<file path="src/rtl/hour_strike_chime_sequencer_top_assert.svh">
// Assertion macros for the hour strike chime sequencer.
`ifndef HOUR_STRIKE_CHIME_SEQUENCER_TOP_ASSERT_SVH
`define HOUR_STRIKE_CHIME_SEQUENCER_TOP_ASSERT_SVH

// Check cons in the same cycle as ante.
`define HSCS_ASSERT_NOW(lbl, clk, rst_n, ante, cons) \
  lbl: assert property (@(posedge clk) disable iff (!(rst_n)) (ante) |-> (cons)) \
    else $error("hscs assertion failed");

// Check cons in the cycle after ante.
`define HSCS_ASSERT_NEXT(lbl, clk, rst_n, ante, cons) \
  lbl: assert property (@(posedge clk) disable iff (!(rst_n)) (ante) |=> (cons)) \
    else $error("hscs assertion failed");

`endif

</file>
<file path="src/rtl/hscs_pkg.sv">
// Shared types and constants of the hour strike chime sequencer.
package hscs_pkg;

  localparam int unsigned HourW     = 5;
  localparam int unsigned MinW      = 6;
  localparam int unsigned SecW      = 6;
  localparam int unsigned CountW    = 4;
  localparam int unsigned TickW     = 7;
  localparam int unsigned IntvW     = 6;
  localparam int unsigned GrpW      = 4;
  localparam int unsigned CfgAddrW  = 3;
  localparam int unsigned CfgDataW  = 7;
  localparam int unsigned InTdataW  = 24;
  localparam int unsigned OutTdataW = 8;
  localparam int unsigned DivSteps  = MinW;
  localparam int unsigned DivCntW   = 3;

  localparam logic [IntvW-1:0] IntervalRst = 6'd15;
  localparam logic [TickW-1:0] LengthRst   = 7'd10;
  localparam logic [TickW-1:0] GapRst      = 7'd10;
  localparam logic [TickW-1:0] PauseRst    = 7'd30;
  localparam logic [GrpW-1:0]  GroupRst    = 4'd3;

  localparam logic [HourW-1:0]  HalfDay    = 5'd12;
  localparam logic [CountW-1:0] MidnightCt = 4'd12;
  localparam logic [CountW-1:0] MaxCount   = 4'd15;

  typedef enum logic [CfgAddrW-1:0] {
    CfgChimeInterval = 3'd0,
    CfgBeepLength    = 3'd1,
    CfgBeepGap       = 3'd2,
    CfgPauseGap      = 3'd3,
    CfgGroupSize     = 3'd4
  } cfg_idx_e;

  typedef enum logic {
    OpTimeCheck = 1'b0,
    OpTick      = 1'b1
  } op_e;

  typedef enum logic [3:0] {
    StIdle = 4'b0001,
    StDiv  = 4'b0010,
    StUpd  = 4'b0100,
    StOut  = 4'b1000
  } state_e;

  typedef struct packed {
    logic load;
    logic div_step;
    logic update;
    logic out_load;
  } dp_cmd_t;

  typedef struct packed {
    logic div_last;
    logic out_free;
  } dp_status_t;

endpackage

</file>
<file path="src/rtl/hscs_ctrl.sv">
// Controller state machine of the hour strike chime sequencer.
module hscs_ctrl import hscs_pkg::*; (
  input  logic       clk_i,
  input  logic       rst_ni,
  input  logic       in_tvalid_i,
  output logic       in_tready_o,
  input  dp_status_t status_i,
  output dp_cmd_t    cmd_o
);

  state_e state_q, state_d;

  always_ff @(posedge clk_i or negedge rst_ni) begin
    if (!rst_ni) begin
      state_q <= StIdle;
    end else begin
      state_q <= state_d;
    end
  end

  always_comb begin
    state_d = state_q;
    cmd_o   = '0;
    unique case (state_q)
      StIdle: begin
        if (in_tvalid_i) begin
          cmd_o.load = 1'b1;
          state_d    = StDiv;
        end
      end
      StDiv: begin
        cmd_o.div_step = 1'b1;
        if (status_i.div_last) begin
          state_d = StUpd;
        end
      end
      StUpd: begin
        cmd_o.update = 1'b1;
        state_d      = StOut;
      end
      StOut: begin
        if (status_i.out_free) begin
          cmd_o.out_load = 1'b1;
          state_d        = StIdle;
        end
      end
      default: state_d = StIdle;
    endcase
  end

  assign in_tready_o = (state_q == StIdle);

endmodule

</file>
<file path="src/rtl/hscs_dp.sv">
// Datapath of the hour strike chime sequencer: registers, remainder unit, pattern state.
module hscs_dp import hscs_pkg::*; (
  input  logic                 clk_i,
  input  logic                 rst_ni,
  input  logic                 cfg_we_i,
  input  logic [CfgAddrW-1:0]  cfg_addr_i,
  input  logic [CfgDataW-1:0]  cfg_wdata_i,
  input  logic                 in_tuser_i,
  input  logic [InTdataW-1:0]  in_tdata_i,
  input  dp_cmd_t              cmd_i,
  output dp_status_t           status_o,
  input  logic                 out_tready_i,
  output logic                 out_tvalid_o,
  output logic [OutTdataW-1:0] out_tdata_o
);

  logic [IntvW-1:0] chime_interval_q;
  logic [TickW-1:0] beep_length_q, beep_gap_q, pause_gap_q;
  logic [GrpW-1:0]  group_size_q;

  op_e              op_q;
  logic [HourW-1:0] hour_q;
  logic [MinW-1:0]  minute_q;
  logic [SecW-1:0]  second_q;
  logic             enable_q;

  logic [MinW-1:0]    num_q, num_d;
  logic [MinW-1:0]    rem_q, rem_d;
  logic [DivCntW-1:0] cnt_q, cnt_d;
  logic [MinW-1:0]    den;
  logic [MinW:0]      shifted;

  logic              active_q, active_d;
  logic [CountW-1:0] total_q, total_d;
  logic [CountW-1:0] index_q, index_d;
  logic              in_gap_q, in_gap_d;
  logic [TickW-1:0]  ticks_q, ticks_d;
  logic              buzzer_q, buzzer_d;

  logic              out_valid_q;
  logic [1:0]        out_data_q;

  logic [TickW-1:0]  length_eff, gap_eff, pause_eff, gap_sel, ticks_dec;
  logic [HourW-1:0]  hour_over;
  logic [CountW-1:0] count;
  logic              match;

  // Configuration registers
  always_ff @(posedge clk_i or negedge rst_ni) begin
    if (!rst_ni) begin
      chime_interval_q <= IntervalRst;
      beep_length_q    <= LengthRst;
      beep_gap_q       <= GapRst;
      pause_gap_q      <= PauseRst;
      group_size_q     <= GroupRst;
    end else if (cfg_we_i) begin
      unique case (cfg_idx_e'(cfg_addr_i))
        CfgChimeInterval: chime_interval_q <= cfg_wdata_i[IntvW-1:0];
        CfgBeepLength:    beep_length_q    <= cfg_wdata_i[TickW-1:0];
        CfgBeepGap:       beep_gap_q       <= cfg_wdata_i[TickW-1:0];
        CfgPauseGap:      pause_gap_q      <= cfg_wdata_i[TickW-1:0];
        CfgGroupSize:     group_size_q     <= cfg_wdata_i[GrpW-1:0];
        default: ;
      endcase
    end
  end

  // Input word capture
  always_ff @(posedge clk_i) begin
    if (cmd_i.load) begin
      op_q     <= op_e'(in_tuser_i);
      hour_q   <= in_tdata_i[HourW-1:0];
      minute_q <= in_tdata_i[HourW +: MinW];
      second_q <= in_tdata_i[HourW+MinW +: SecW];
      enable_q <= in_tdata_i[HourW+MinW+SecW];
    end
  end

  // Restoring remainder, one dividend bit per step
  assign den     = (op_q == OpTick) ? MinW'(group_size_q) : chime_interval_q;
  assign shifted = {rem_q, num_q[MinW-1]};

  always_comb begin
    num_d = num_q;
    rem_d = rem_q;
    cnt_d = cnt_q;
    if (cmd_i.load) begin
      num_d = (op_e'(in_tuser_i) == OpTick) ? MinW'(index_q) + MinW'(1)
                                            : in_tdata_i[HourW +: MinW];
      rem_d = '0;
      cnt_d = '0;
    end else if (cmd_i.div_step) begin
      num_d = {num_q[MinW-2:0], 1'b0};
      rem_d = (shifted >= {1'b0, den}) ? MinW'(shifted - {1'b0, den}) : MinW'(shifted);
      cnt_d = cnt_q + DivCntW'(1);
    end
  end

  always_ff @(posedge clk_i or negedge rst_ni) begin
    if (!rst_ni) begin
      cnt_q <= '0;
    end else begin
      cnt_q <= cnt_d;
    end
  end

  always_ff @(posedge clk_i) begin
    num_q <= num_d;
    rem_q <= rem_d;
  end

  assign status_o.div_last = (cnt_q == DivCntW'(DivSteps - 1));
  assign status_o.out_free = !out_valid_q || out_tready_i;

  // Pattern update
  assign length_eff = (beep_length_q == '0) ? TickW'(1) : beep_length_q;
  assign gap_eff    = (beep_gap_q == '0)    ? TickW'(1) : beep_gap_q;
  assign pause_eff  = (pause_gap_q == '0)   ? TickW'(1) : pause_gap_q;
  assign gap_sel    = (group_size_q != '0 && index_q != '0 && rem_q == '0) ? pause_eff
                                                                           : gap_eff;
  assign ticks_dec  = ticks_q - TickW'(1);
  assign hour_over  = hour_q - HalfDay;
  assign match      = enable_q && (second_q == '0) && (rem_q == '0);

  always_comb begin
    if (minute_q != '0) begin
      count = CountW'(1);
    end else if (hour_q == '0) begin
      count = MidnightCt;
    end else if (hour_q > HalfDay) begin
      count = (hour_over > HourW'(MaxCount)) ? MaxCount : hour_over[CountW-1:0];
    end else begin
      count = hour_q[CountW-1:0];
    end
  end

  always_comb begin
    active_d = active_q;
    total_d  = total_q;
    index_d  = index_q;
    in_gap_d = in_gap_q;
    ticks_d  = ticks_q;
    buzzer_d = buzzer_q;
    if (cmd_i.update) begin
      if (op_q == OpTimeCheck) begin
        if (match) begin
          active_d = 1'b1;
          total_d  = count;
          index_d  = '0;
          in_gap_d = 1'b0;
          ticks_d  = length_eff;
        end
      end else if (active_q) begin
        if (index_q >= total_q) begin
          buzzer_d = 1'b0;
          active_d = 1'b0;
        end else if (!in_gap_q) begin
          buzzer_d = 1'b1;
          ticks_d  = ticks_dec;
          if (ticks_dec == '0) begin
            in_gap_d = 1'b1;
            ticks_d  = gap_sel;
          end
        end else begin
          buzzer_d = 1'b0;
          ticks_d  = ticks_dec;
          if (ticks_dec == '0) begin
            in_gap_d = 1'b0;
            index_d  = index_q + CountW'(1);
            ticks_d  = length_eff;
          end
        end
      end
    end
  end

  always_ff @(posedge clk_i or negedge rst_ni) begin
    if (!rst_ni) begin
      active_q <= 1'b0;
      total_q  <= '0;
      index_q  <= '0;
      in_gap_q <= 1'b0;
      ticks_q  <= '0;
      buzzer_q <= 1'b0;
    end else begin
      active_q <= active_d;
      total_q  <= total_d;
      index_q  <= index_d;
      in_gap_q <= in_gap_d;
      ticks_q  <= ticks_d;
      buzzer_q <= buzzer_d;
    end
  end

  // Output register
  always_ff @(posedge clk_i or negedge rst_ni) begin
    if (!rst_ni) begin
      out_valid_q <= 1'b0;
    end else if (cmd_i.out_load) begin
      out_valid_q <= 1'b1;
    end else if (out_tready_i) begin
      out_valid_q <= 1'b0;
    end
  end

  always_ff @(posedge clk_i) begin
    if (cmd_i.out_load) begin
      out_data_q <= {active_q, buzzer_q};
    end
  end

  assign out_tvalid_o = out_valid_q;
  assign out_tdata_o  = {(OutTdataW-2)'(0), out_data_q};

endmodule

</file>
<file path="src/rtl/hour_strike_chime_sequencer_top.sv">
// Top level of the hour strike chime sequencer.
// Each input word yields one output word. A word passes a capture step, six
// steps of the bit-serial remainder unit (minute modulo chime_interval for a
// time check, beep number modulo group_size for a tick), an update step and
// an output load, which waits until the output register is free. Words are
// handled one at a time; the result sits in an output register while the
// next word is accepted. Configuration writes take effect at once.
`include "hour_strike_chime_sequencer_top_assert.svh"

module hour_strike_chime_sequencer_top import hscs_pkg::*; (
  input  logic                 clk_i,
  input  logic                 rst_ni,
  input  logic                 cfg_we_i,
  input  logic [CfgAddrW-1:0]  cfg_addr_i,
  input  logic [CfgDataW-1:0]  cfg_wdata_i,
  input  logic                 s_axis_tvalid,
  output logic                 s_axis_tready,
  // [4:0] hour, [10:5] minute, [16:11] second, [17] chime_enable, rest zero
  input  logic [InTdataW-1:0]  s_axis_tdata,
  // [0] op
  input  logic                 s_axis_tuser,
  output logic                 m_axis_tvalid,
  input  logic                 m_axis_tready,
  // [0] buzzer_on, [1] chime_active, rest zero
  output logic [OutTdataW-1:0] m_axis_tdata
);

  dp_cmd_t    cmd;
  dp_status_t status;

  hscs_ctrl u_ctrl (
    .clk_i       (clk_i),
    .rst_ni      (rst_ni),
    .in_tvalid_i (s_axis_tvalid),
    .in_tready_o (s_axis_tready),
    .status_i    (status),
    .cmd_o       (cmd)
  );

  hscs_dp u_dp (
    .clk_i        (clk_i),
    .rst_ni       (rst_ni),
    .cfg_we_i     (cfg_we_i),
    .cfg_addr_i   (cfg_addr_i),
    .cfg_wdata_i  (cfg_wdata_i),
    .in_tuser_i   (s_axis_tuser),
    .in_tdata_i   (s_axis_tdata),
    .cmd_i        (cmd),
    .status_o     (status),
    .out_tready_i (m_axis_tready),
    .out_tvalid_o (m_axis_tvalid),
    .out_tdata_o  (m_axis_tdata)
  );

  `HSCS_ASSERT_NEXT(a_one_word_in_flight, clk_i, rst_ni, s_axis_tvalid && s_axis_tready, !s_axis_tready)
  `HSCS_ASSERT_NOW(a_buzzer_only_when_active, clk_i, rst_ni, m_axis_tvalid && m_axis_tdata[0], m_axis_tdata[1])
  `HSCS_ASSERT_NOW(a_load_only_when_ready, clk_i, rst_ni, cmd.load, s_axis_tready && s_axis_tvalid)

endmodule

</file>
<file path="config.mk">
export PLATFORM = sky130hd
export DESIGN_NAME = hour_strike_chime_sequencer_top
export DESIGN_NICKNAME = d
export VERILOG_FILES = /design/src/rtl/hscs_pkg.sv /design/src/rtl/hscs_ctrl.sv /design/src/rtl/hscs_dp.sv /design/src/rtl/hour_strike_chime_sequencer_top.sv
export VERILOG_INCLUDE_DIRS = /design/src /design/src/rtl
export SDC_FILE = /design/constraint.sdc
export NUM_CORES = 1
export LEC_CHECK = 0
export ABC_AREA = 1
export BUFFER_PORTS_ARGS = -buffer_cell sky130_fd_sc_hd__buf_2
export CAP_MARGIN = 20
export CORE_MARGIN = 3
export CORE_UTILIZATION = 45
export DETAILED_ROUTE_END_ITERATION = 6
export SETUP_SLACK_MARGIN = 0.02
export SYNTH_ARGS = -nofsm -noshare
export SYNTH_HDL_FRONTEND = slang
export SYNTH_SLANG_ARGS = --single-unit
</file>
<file path="constraint.sdc">
create_clock -name clk_i -period 2.9 [get_ports clk_i]
set_input_delay 0.58 -clock clk_i [delete_from_list [all_inputs] [get_ports clk_i]]
set_output_delay 0.58 -clock clk_i [all_outputs]
set_load 0.02 [all_outputs]
</file>
==> impl_metrics.csv <==
group,metric,value,unit
run_status,run_status,"complete, no violations",
hold_path,hold_path.class,"in -> async",
placed_design,dpl.cell_count,729,
timing,drv_slew,0,
synth,netlist_top_cells_area,"dfrtp_1 22%, edfxtp_1 17%, nand2_1 12%, dfstp_2 8.3%, o21ai_0 6.3%",
placed_design,routabilityCongestion,0.785,
timing,worst_slew_pin_slew,735,ps
critical_path,crit_path_end_kind,"register",
cells_and_area,finish.net_count,667,
placed_design,detailedPlacementHpwl,7.41,mm
clock_network,post-cts-setup-buffers,0,
floorplan,i_o_pins,50,
synth,syn-mean-instance-area,8.40,um^2
synth,ys_seq_area_share,49.9,%
critical_path,worst_setup_path_endpoint,"u_dp.rem_q[1]$_SDFFE_PP0P_",
critical_path,rr_worst_depth,11,
synth,yosys_warnings,0,
route,post_drt_via_cell_ratio,5.01,
synth,netlist.area_leader.share,22.1,%
timing,final_min_period_over_clock_period,82.6,%
timing,setup-violations-final,0,
route,routed_wire_length_per_instance,13.1,um
cells_and_area,utilization,52.4,%
timing,rsz0062_at_grt,"false",
route,drt.antenna.violating_nets,0,
grt,number_of_antenna_violations_at_the_first_check_in_global_routing,0,
cells_and_area,layoutNonFillerInstCount,745,
cells_and_area,diodes_inserted,0,
synth,yosysMostFrequentCell,"nand2_1",
synth,synth_cell_types,41,
grt,grt_start_max_net_pins,58,
pwr,ir_worst_vdd,0.000506,V
clock_network,cts.reportedPaths.clkPinSlew,90,ps
grt,first_global_vias,3734,
pwr,p_leak,2.52,nW
synth,synth.largest_area_cell,"dfrtp_1",
clock_network,ctsResizeCount,0,
floorplan,die_x,109,um
placed_design,place_worst_setup_slack,504,ps
critical_path,timing.rr.start,"u_dp.op_q$_DFFE_PP_",
route,routed_wirelength,9.78,mm
critical_path,cp_startpoint,"u_dp.op_q$_DFFE_PP_",
floorplan,initial_utilization,47.4,%
route,dr_total_vias,3729,
synth,count_of_flip_flops_with_a_built_in_enable_after_synthesis,27,
cells_and_area,fill_cells,977,
cells_and_area,multi_input_comb_area,2080,um^2
timing,final-hold-violation-count,0,
synth,synth_flop_cell,"dfrtp_1",
timing,setup-tns-final,0,ps
clock_network,cts_htree_levels,3,
grt,overflow,0,
critical_path,critical_path_peak_fanout,11,
clock_network,cts_tree,"built",
critical_path,worstSetupPathType,"reg -> reg",
floorplan,die-area,11900,um^2
clock_network,post_cts_hold_buffer_count,0,
clock_network,root_buffer,"clkbuf_8",
cells_and_area,relative_area_change_from_synthesis_to_final_layout,10.6,%
route,drtIter0Drc,195,
pwr,power.density_cell_area,808,nW/um^2
clock_network,cts.sinks,90,
grt,global_route_wire_length_before_repair,17.0,mm
critical_path,rrSetupSlack,500,ps
route,drt_pass1_iterations,4,
cells_and_area,final-seq-area,2380,um^2
clock_network,cts-root-to-sink-buffers,2,
timing,fmax,417,MHz
floorplan,die_y,109,um
synth,ys_ff_latch,90,
timing,max-slew-margin-rel,51.0,%
clock_network,clkLatencyLatePin,350,ps
timing,clock-skew-final,11.2,ps
critical_path,timing.critical_path.arrival,2630,ps
timing,hold-worst-slack,368,ps
cells_and_area,layout_cell_share_with_drive_strength_beyond_1,15.4,%
floorplan,placeableCoreArea,10000,um^2
clock_network,cts-buffers-inserted,9,
route,drc_markers,0,
timing,worst_case_setup_margin_in_the_final_layout,504,ps
placed_design,dpl_cell_area,5070,um^2
critical_path,cp_data_required_time,3130,ps
placed_design,buffer_ports.inserted,37,
run,drv_cap,0,
synth,post_syn_instances,567,
cells_and_area,layout.cell_area.non_filler,5270,um^2
synth,syn_area,4760,um^2
timing,clock_period_minus_final_worst_setup_slack,2400,ps
synth,synth_common_cells,"148 x nand2_1, 61 x inv_1, 60 x o21ai_0",
critical_path,regToRegEndpoint,"u_dp.rem_q[1]$_SDFFE_PP0P_",
floorplan,rows,36,
pwr,fin_total_pwr,4.25,mW
critical_path,critPathLaunchType,"register",
grt,grt_use_total,18.1,%
synth,async_flop_share,63.3,%
placed cells by master (no fill, tap or decap), types with 2 or more instances in the layout:
cell,netlist,layout
buf_2,2,37
a21oi_1,18,18
o21ai_0,60,60
xor2_1,5,5
xnor2_1,3,3
nor2_1,58,58
nor2_2,3,3
nand4_1,10,10
o22ai_1,4,4
buf_4,7,4
clkbuf_8,0,10
nand3_2,3,3
nand2_2,4,4
nand2_4,2,2
ha_1,19,19
nand2_1,148,148
dfstp_2,15,15
conb_1,1,6
nor2_4,4,4
a31oi_1,2,2
mux2i_1,2,2
nand3_1,33,33
or2_2,4,4
inv_1,61,61
nor3_1,2,2
clkinv_2,0,3
dfrtp_1,42,42
dfxtp_1,6,6
edfxtp_1,27,27
nor4_1,2,2
per-layer routing:
layer  GRT usage [%]  share of wire [%]  wire, um
met2            29.8                 48      4650
met1            24.5                 48      4720
met5               0                  0         0
met4            4.42               0.39        38
met3            3.67                3.8       368
worst min path at each step:
stage | startpoint | endpoint | slack, ps
detailed placement | u_dp.buzzer_q$_DFFE_PN0P_ | u_dp.out_data_q[0]$_DFFE_PP_ | 440
CTS | s_axis_tdata[17] | u_dp.enable_q$_DFFE_PP_ | 370
floorplan | rst_ni | u_ctrl.state_q[1]$_DFFE_PN0P_ | 280
global route | s_axis_tdata[17] | u_dp.enable_q$_DFFE_PP_ | 370
global placement | u_dp.buzzer_q$_DFFE_PN0P_ | u_dp.out_data_q[0]$_DFFE_PP_ | 440
finish | rst_ni | u_dp.pause_gap_q[5]$_DFFE_PN0P_ | 370
cell families after synthesis:
kind of cell / count (synthesis) / share of synthesized area, %
AO/OA/AOI/OAI: 91 / 10.1
XOR/XNOR: 8 / 1.47
adder cells (fa/ha/maj): 20 / 5.41
buffers and inverters: 78 / 6.75
flip-flops: 90 / 49.9
multiplexers: 2 / 0.420
other: 1 / 0.0787
AND/OR/NAND/NOR: 277 / 25.8
report_power, final:
group | total [mW] | internal [mW] | switching [mW]
registers | 1.88 | 1.67 | 0.207
logic | 1.53 | 0.566 | 0.964
clock network | 0.846 | 0.420 | 0.426
flip-flops by register name, indices dropped and copies added (netlist names), 2 cells and up:
name	cells
u_ctrl.state_q	4
u_dp.beep_gap_q	7
u_dp.beep_length_q	7
u_dp.chime_interval_q	6
u_dp.cnt_q	3
u_dp.group_size_q	4
u_dp.hour_q	5
u_dp.index_q	4
u_dp.minute_q	6
u_dp.num_q	6
u_dp.out_data_q	2
u_dp.pause_gap_q	7
u_dp.rem_q	6
u_dp.second_q	6
u_dp.ticks_q	7
u_dp.total_q	4
critical path, cell delays in order, from the launching register on:
cell,delay [ps]
edfxtp_1,500
inv_1,110
or2_2,100
o21ai_0,120
ha_1,330
nand2_1,50
o21ai_0,350
nand4_1,150
nand3_1,330
nand2_1,90
nand2_1,70
o21ai_0,80
area by class of cell:
| class | count | area share [%] |
|---|---|---|
| Sequential cell | 90 | 45.1 |
| Multi-Input combinational cell | 404 | 39.6 |
| Inverter | 61 | 4.35 |
| Timing Repair Buffer | 41 | 4.09 |
| Tap cell | 133 | 3.16 |
| Clock buffer | 11 | 2.68 |
| Clock inverter | 5 | 1.02 |
No activity file was read; power rests on OpenSTA's default activity.
